==> src/rtl/core/mul_div_register_unit_core_defines.svh <==
// Assertion macros for the multiply/divide register unit.
// Needs only the clock and reset names that are passed in by the caller.
`ifndef MUL_DIV_REGISTER_UNIT_CORE_DEFINES_SVH
`define MUL_DIV_REGISTER_UNIT_CORE_DEFINES_SVH

// Same-cycle implication, disabled in reset.
`define MDRU_ASSERT_IMPLY(label, clk, rst_n, ante, cons) \
    label: assert property (@(posedge clk) disable iff (!rst_n) (ante) |-> (cons)) \
        else $error("mdru: same-cycle check failed");

// Next-cycle implication, disabled in reset.
`define MDRU_ASSERT_NEXT(label, clk, rst_n, ante, cons) \
    label: assert property (@(posedge clk) disable iff (!rst_n) (ante) |=> (cons)) \
        else $error("mdru: next-cycle check failed");

`endif

==> src/rtl/core/mdru_pkg.sv <==
// Package for the multiply/divide register unit: register addresses, bank codes,
// step counts and the sequencer state type. No dependencies.
`timescale 1ns / 1ps

package mdru_pkg;

    localparam logic [15:0] ADDR_WRMPYA = 16'h4202;
    localparam logic [15:0] ADDR_WRMPYB = 16'h4203;
    localparam logic [15:0] ADDR_WRDIVL = 16'h4204;
    localparam logic [15:0] ADDR_WRDIVH = 16'h4205;
    localparam logic [15:0] ADDR_WRDIVB = 16'h4206;
    localparam logic [15:0] ADDR_RDDIVL = 16'h4214;
    localparam logic [15:0] ADDR_RDDIVH = 16'h4215;
    localparam logic [15:0] ADDR_RDMPYL = 16'h4216;
    localparam logic [15:0] ADDR_RDMPYH = 16'h4217;

    localparam logic [7:0]  BANK_WRAM_LO = 8'h7E;
    localparam logic [7:0]  BANK_WRAM_HI = 8'h7F;

    localparam logic [15:0] DIV_ZERO_QUOTIENT = 16'hFFFF;

    localparam logic        KIND_READ  = 1'b0;
    localparam logic        KIND_WRITE = 1'b1;

    // Starting value of the down-counting step counter: 8 multiply bits, 16 divide bits.
    localparam logic [3:0]  MUL_LAST_STEP = 4'd7;
    localparam logic [3:0]  DIV_LAST_STEP = 4'd15;

    typedef enum logic [2:0] {
        ST_IDLE = 3'b001,
        ST_MUL  = 3'b010,
        ST_DIV  = 3'b100
    } state_t;

endpackage

==> src/rtl/core/mul_div_register_unit_core.sv <==
// Multiply/divide register unit: bus-mapped 8x8 multiplier and 16/8 divider.
// Depends on mdru_pkg and mul_div_register_unit_core_defines.svh.
`timescale 1ns / 1ps
`include "mul_div_register_unit_core_defines.svh"

// Usage
//   Input channel (in_valid/in_stall) carries one bus access per beat: kind, bank,
//   address, write_data. Output channel (out_valid/out_stall) returns one beat per
//   access: read_data and claimed.
//   The result beat is registered in the cycle after the access is taken; reads see
//   the result registers as left by every earlier access.
//   Sequencing: a write to 0x4203 runs a shift-add multiply, one multiplier bit per
//   cycle; a write to 0x4206 runs a restoring divide, one quotient bit per cycle
//   (zero divisor finishes at once). in_stall is high while that sequencer runs, so
//   no new access is taken until the multiply or divide is done.
//   Banks 0x7E and 0x7F are never claimed and change nothing.
//   Receiver stall: the output register holds its beat; a new access is taken only
//   when that register is empty or being drained in the same cycle.
//   Reset (rst_n low, asynchronous): all result/operand registers clear to zero,
//   sequencer idle, output register empty.
module mul_div_register_unit_core (
    input  logic                 clk,
    input  logic                 rst_n,
    input  logic                 in_valid,
    output logic                 in_stall,
    input  logic                 kind,
    input  logic [7:0]           bank,
    input  logic [15:0]          address,
    input  logic [7:0]           write_data,
    output logic                 out_valid,
    input  logic                 out_stall,
    output logic [7:0]           read_data,
    output logic                 claimed
);
    import mdru_pkg::*;

    state_t      state_reg, state_next;
    logic [3:0]  step_reg, step_next;
    logic [7:0]  multiplicand_reg, multiplicand_next;
    logic [15:0] dividend_reg, dividend_next;
    logic [15:0] quotient_reg, quotient_next;
    logic [15:0] prod_rem_reg, prod_rem_next;     // product or remainder
    logic [7:0]  divisor_reg, divisor_next;
    logic        out_valid_reg, out_valid_next;
    logic [7:0]  read_data_reg, read_data_next;
    logic        claimed_reg, claimed_next;

    logic        in_fire;
    logic        out_fire;
    logic        bank_ok;
    logic        hit;
    logic [7:0]  rd_byte;

    // Datapath slices for one serial step
    logic [8:0]  mul_sum;
    logic [8:0]  div_trial;
    logic [8:0]  div_diff;
    logic        div_ge;

    assign out_fire = out_valid_reg && !out_stall;
    assign in_stall = (state_reg != ST_IDLE) || (out_valid_reg && out_stall);
    assign in_fire  = in_valid && !in_stall;
    assign bank_ok  = (bank != BANK_WRAM_LO) && (bank != BANK_WRAM_HI);

    // Multiply: {acc, multiplier} shifts right; add multiplicand when the low bit is set.
    assign mul_sum   = {1'b0, prod_rem_reg[15:8]}
                     + {1'b0, (prod_rem_reg[0] ? multiplicand_reg : 8'd0)};
    // Divide: shift next dividend bit into the partial remainder and trial-subtract.
    assign div_trial = {prod_rem_reg[7:0], quotient_reg[15]};
    assign div_diff  = div_trial - {1'b0, divisor_reg};
    assign div_ge    = (div_trial >= {1'b0, divisor_reg});

    // Address decode and read mux
    always_comb
    begin
        hit     = 1'b0;
        rd_byte = 8'd0;
        if (kind == KIND_WRITE)
        begin
            unique case (address)
                ADDR_WRMPYA, ADDR_WRMPYB, ADDR_WRDIVL,
                ADDR_WRDIVH, ADDR_WRDIVB: hit = 1'b1;
                default:                  hit = 1'b0;
            endcase
        end
        else
        begin
            unique case (address)
                ADDR_RDDIVL:
                begin
                    hit     = 1'b1;
                    rd_byte = quotient_reg[7:0];
                end
                ADDR_RDDIVH:
                begin
                    hit     = 1'b1;
                    rd_byte = quotient_reg[15:8];
                end
                ADDR_RDMPYL:
                begin
                    hit     = 1'b1;
                    rd_byte = prod_rem_reg[7:0];
                end
                ADDR_RDMPYH:
                begin
                    hit     = 1'b1;
                    rd_byte = prod_rem_reg[15:8];
                end
                default:
                begin
                    hit     = 1'b0;
                    rd_byte = 8'd0;
                end
            endcase
        end
    end

    always_comb
    begin
        state_next        = state_reg;
        step_next         = step_reg;
        multiplicand_next = multiplicand_reg;
        dividend_next     = dividend_reg;
        quotient_next     = quotient_reg;
        prod_rem_next     = prod_rem_reg;
        divisor_next      = divisor_reg;
        out_valid_next    = out_valid_reg && !out_fire;
        read_data_next    = read_data_reg;
        claimed_next      = claimed_reg;

        unique case (state_reg)
            ST_IDLE:
            begin
                if (in_fire)
                begin
                    out_valid_next = 1'b1;
                    claimed_next   = bank_ok && hit;
                    read_data_next = (bank_ok && kind == KIND_READ) ? rd_byte : 8'd0;
                    if (bank_ok && kind == KIND_WRITE)
                    begin
                        unique case (address)
                            ADDR_WRMPYA: multiplicand_next = write_data;
                            ADDR_WRMPYB:
                            begin
                                prod_rem_next = {8'd0, write_data};
                                quotient_next = 16'd0;
                                step_next     = MUL_LAST_STEP;
                                state_next    = ST_MUL;
                            end
                            ADDR_WRDIVL: dividend_next = {dividend_reg[15:8], write_data};
                            ADDR_WRDIVH: dividend_next = {write_data, dividend_reg[7:0]};
                            ADDR_WRDIVB:
                            begin
                                if (write_data == 8'd0)
                                begin
                                    quotient_next = DIV_ZERO_QUOTIENT;
                                    prod_rem_next = dividend_reg;
                                end
                                else
                                begin
                                    quotient_next = dividend_reg;
                                    prod_rem_next = 16'd0;
                                    divisor_next  = write_data;
                                    step_next     = DIV_LAST_STEP;
                                    state_next    = ST_DIV;
                                end
                            end
                            default: ;
                        endcase
                    end
                end
            end
            ST_MUL:
            begin
                prod_rem_next = {mul_sum, prod_rem_reg[7:1]};
                step_next     = step_reg - 4'd1;
                if (step_reg == 4'd0)
                begin
                    state_next = ST_IDLE;
                end
            end
            ST_DIV:
            begin
                prod_rem_next = {8'd0, (div_ge ? div_diff[7:0] : div_trial[7:0])};
                quotient_next = {quotient_reg[14:0], div_ge};
                step_next     = step_reg - 4'd1;
                if (step_reg == 4'd0)
                begin
                    state_next = ST_IDLE;
                end
            end
            default:
            begin
                state_next = ST_IDLE;
            end
        endcase
    end

    always_ff @(posedge clk or negedge rst_n)
    begin
        if (!rst_n)
        begin
            state_reg        <= ST_IDLE;
            step_reg         <= 4'd0;
            multiplicand_reg <= 8'd0;
            dividend_reg     <= 16'd0;
            quotient_reg     <= 16'd0;
            prod_rem_reg     <= 16'd0;
            divisor_reg      <= 8'd0;
            out_valid_reg    <= 1'b0;
            read_data_reg    <= 8'd0;
            claimed_reg      <= 1'b0;
        end
        else
        begin
            state_reg        <= state_next;
            step_reg         <= step_next;
            multiplicand_reg <= multiplicand_next;
            dividend_reg     <= dividend_next;
            quotient_reg     <= quotient_next;
            prod_rem_reg     <= prod_rem_next;
            divisor_reg      <= divisor_next;
            out_valid_reg    <= out_valid_next;
            read_data_reg    <= read_data_next;
            claimed_reg      <= claimed_next;
        end
    end

    assign out_valid = out_valid_reg;
    assign read_data = read_data_reg;
    assign claimed   = claimed_reg;

    // Checks
    `MDRU_ASSERT_IMPLY(a_busy_stalls, clk, rst_n, state_reg != ST_IDLE, in_stall)
    `MDRU_ASSERT_NEXT(a_accept_loads_out, clk, rst_n, in_fire, out_valid_reg)
    `MDRU_ASSERT_NEXT(a_div_zero, clk, rst_n,
        in_fire && bank_ok && kind == KIND_WRITE && address == ADDR_WRDIVB && write_data == 8'd0,
        quotient_reg == DIV_ZERO_QUOTIENT && state_reg == ST_IDLE)
    `MDRU_ASSERT_NEXT(a_seq_ends, clk, rst_n,
        state_reg != ST_IDLE && step_reg == 4'd0, state_reg == ST_IDLE)

endmodule
==> config.mk <==
export PLATFORM = sky130hd
export DESIGN_NAME = mul_div_register_unit_core
export DESIGN_NICKNAME = d
export VERILOG_FILES = /design/src/rtl/core/mdru_pkg.sv /design/src/rtl/core/mul_div_register_unit_core.sv
export VERILOG_INCLUDE_DIRS = /design/src /design/src/rtl/core
export SDC_FILE = /design/constraint.sdc
export NUM_CORES = 1
export LEC_CHECK = 0
export BUFFER_PORTS_ARGS = -buffer_cell sky130_fd_sc_hd__buf_2
export CAP_MARGIN = 15
export CORE_MARGIN = 4
export CORE_UTILIZATION = 54
export CTS_CLUSTER_DIAMETER = 150
export DETAILED_ROUTE_END_ITERATION = 8
export PLACE_DENSITY = 0.77
export SYNTH_ARGS = -nofsm -noshare
export SYNTH_HDL_FRONTEND = slang
export SYNTH_SLANG_ARGS = --single-unit
==> constraint.sdc <==
create_clock -name clk -period 2.3 [get_ports clk]
set_input_delay 0.23 -clock clk [delete_from_list [all_inputs] [get_ports clk]]
set_output_delay 0.23 -clock clk [all_outputs]
set_load 0.005 [all_outputs]
==> results.sh <==
export IMPL_drcViolationCount=0
export IMPL_yosysMostFrequentCell="dfrtp_1"
export IMPL_synth_edff_count=0
export IMPL_syn_area_mm2=0.00492
export IMPL_synthTopCellsByArea="dfrtp_1, mux2_2, ha_1"
export IMPL_yosysTopAreaCell="dfrtp_1"
export IMPL_timing_final_crit_share_pct=97.8
export IMPL_cp_end_kind="flop"
export IMPL_finalClockSkew_ns=0.0125
export IMPL_avgViaCountPerCell=6.27
export IMPL_initial_core_util_pct=55.9
export IMPL_die_w_um=103
export IMPL_grtUsageTotal_pct=26.2
export IMPL_portBuffers=46
export IMPL_routabilityCongestion=0.898
export IMPL_overflow=0
export IMPL_antenna_found_initial=0
export IMPL_synth_top_area_share_pct=40.7
export IMPL_crit_type="flop to flop"
export IMPL_ys_types=58
export IMPL_start_kind="flop"
export IMPL_finalMaxSlewViolations=0
export IMPL_period_needed_ns=2.25
export IMPL_n_fill_cell=690
export IMPL_worstPathArrival_ns=2.50
export IMPL_die_height_um=103
export IMPL_seqCellArea_mm2=0.00203
export IMPL_worst_pin_slew_ns=0.561
export IMPL_synthToLayoutAreaGrowth_pct=20.0
export IMPL_grt_pass1_vias=4300
export IMPL_synth_area_per_cell_um2=9.36
export IMPL_clock_path_buffers=2
export IMPL_first_iter_violations=395
export IMPL_worstPathMaxFanout=5
export IMPL_tns_ns=0
export IMPL_status="finished, final reports clean"
export IMPL_rsz0062_at_grt="true"
export IMPL_ys_ff_latch=81
export IMPL_clock_root_buffer="clkbuf_8"
export IMPL_syn_inst=526
export IMPL_wire_per_inst_um=18.7
export IMPL_fin_nets=662
export IMPL_grt_max_degree=43
export IMPL_firstDrtPassIters=5
export IMPL_num_vias=4509
export IMPL_io_pins=48
export IMPL_clkSlewWorstSetupHoldPaths_ns=0.10
export IMPL_clock_latency_ns=0.37
export IMPL_hold_ws_ns=0.109
export IMPL_worst_slack_ns=0.0517
export IMPL_hold_viol=0
export IMPL_worst_ep_required_time_ns=2.55
export IMPL_p_leak_nw=2.70
export IMPL_slew_headroom_pct=62.6
export IMPL_die_area_mm2=0.0107
export IMPL_cts_sinks=81
export IMPL_yosys_warnings=0
export IMPL_min_path_type="input port to flop"
export IMPL_wl_um=13500
export IMPL_max_cap_violations=0
export IMPL_multiInputGateArea_mm2=0.00275
export IMPL_dp_hpwl_um=9590
export IMPL_ant_nets=0
export IMPL_dp_slack_ns=-0.0104
export IMPL_numCtsBuffers=9
export IMPL_seq_area_frac_synth_pct=41.2
export IMPL_grt_pass1_wl_um=21600
export IMPL_ys_flop_type="dfrtp_1"
export IMPL_finalPower_mw=2.71
export IMPL_std_cell_rows=34
export IMPL_max_freq_ghz=0.445
export IMPL_syn_num_nets=582
export IMPL_diodes=0
export IMPL_synthTopCellsByCount="dfrtp_1, nor2_1, nand2_1"
export IMPL_cts_tree="done"
export IMPL_async_flop_share_pct=100
export IMPL_setup_viol=0
export IMPL_drive_above_1_share_pct=27.8
export IMPL_htreeDepth=3
export IMPL_ir_drop_mv=0.250
export IMPL_pwr_density_cell_mw_per_mm2=459
export IMPL_core_mm2=0.00881
==> where the power goes <==
part,internal (mW),switching (mW),total [mW]
Clock,0.524,0.603,1.13
Combinational,0.0602,0.100,0.160
Sequential,1.43,0.00114,1.43
==> stage by stage <==
stage | instances | cell area (µm²) | utilization (%)
detailed placement | 695 | 5520 | 62.7
global route | 719 | 5910 | 67.1
CTS | 713 | 5750 | 65.3
global placement | 695 | 5520 | 62.7
finish | 719 | 5910 | 67.1
floorplan | 526 | 4930 | -
==> kinds of logic after synthesis <==
kind of cell	synth area share [%]
xor gates and xnor gates	1.42
adders and majority gates	5.13
and+or+nand+nor	19.1
muxes	8.23
DFF	41.2
AOI/OAI and AO/OA	19.8
buffers and inverters	5.08
==> final cells by class <==
class                      count  share of cell area (%)
multi-input combinational    391                    46.5
sequential                    81                    34.3
timing repair buffer          98                    11.7
tap                          108                    2.29
clock buffer                   9                    2.10
inverter                      25                    1.59
clock inverter                 7                    1.44
==> cells in the final DEF, fill, tap and decap left out, types with 4 or more instances in the layout <==
| cell | instances |
|---|---|
| buf_4 | 46 |
| ha_4 | 4 |
| nand2_1 | 44 |
| a22oi_1 | 13 |
| dfrtp_1 | 79 |
| a31oi_1 | 25 |
| nand2b_1 | 4 |
| o21ai_0 | 30 |
| buf_2 | 45 |
| o31a_1 | 4 |
| ha_1 | 12 |
| buf_12 | 5 |
| nor3_1 | 9 |
| mux2i_1 | 9 |
| o21a_1 | 11 |
| inv_1 | 24 |
| nand3_1 | 20 |
| mux2_2 | 22 |
| clkbuf_8 | 9 |
| and2_1 | 9 |
| o211ai_1 | 17 |
| a21o_1 | 4 |
| a21oi_1 | 30 |
| mux2_1 | 4 |
| nor2_1 | 50 |
| xnor2_1 | 7 |
==> routing by layer <==
layer | wire, µm | track usage, % | vias up
li1 | - | - | 2084
met1 | 5600 | 35.4 | 2161
met2 | 6490 | 43.4 | 214
met3 | 987 | 3.35 | 48
met4 | 389 | 9.26 | 2
met5 | 11 | 0 | -
==> critical path, stage by stage, from the launching register on <==
cell	delay (ns)
dfrtp_2	0.47
and2_4	0.17
ha_4	0.15
inv_2	0.05
fa_2	0.24
nor2b_4	0.05
o31a_1	0.29
o31a_1	0.31
o21a_1	0.20
o21ai_1	0.12
a31oi_1	0.10
==> path summary, 6_finish.rpt <==
path	from	end	slack, ns	depth (start not counted)
max	prod_rem_reg[0]	prod_rem_reg[15]	0.05	10
min	out_stall	out_valid	0.11	3
max reg2reg	prod_rem_reg[0]	prod_rem_reg[15]	0.05	10
min reg2reg	multiplicand_reg[5]	multiplicand_reg[5]	0.49	1
max in group asynchronous	rst_n	prod_rem_reg[4]	1.28	3
min in group asynchronous	rst_n	out_valid	0.39	2
==> timing repair <==
action                                  4_1_cts  5_1_grt
endpoints found under the setup margin        2       18
setup buffers                                 1        6
hold buffers                                  1        0
pin swaps                                     0        8
gates resized for setup                       1       20
endpoints found under the hold margin        40        0
No activity file was read; power rests on OpenSTA's default activity.
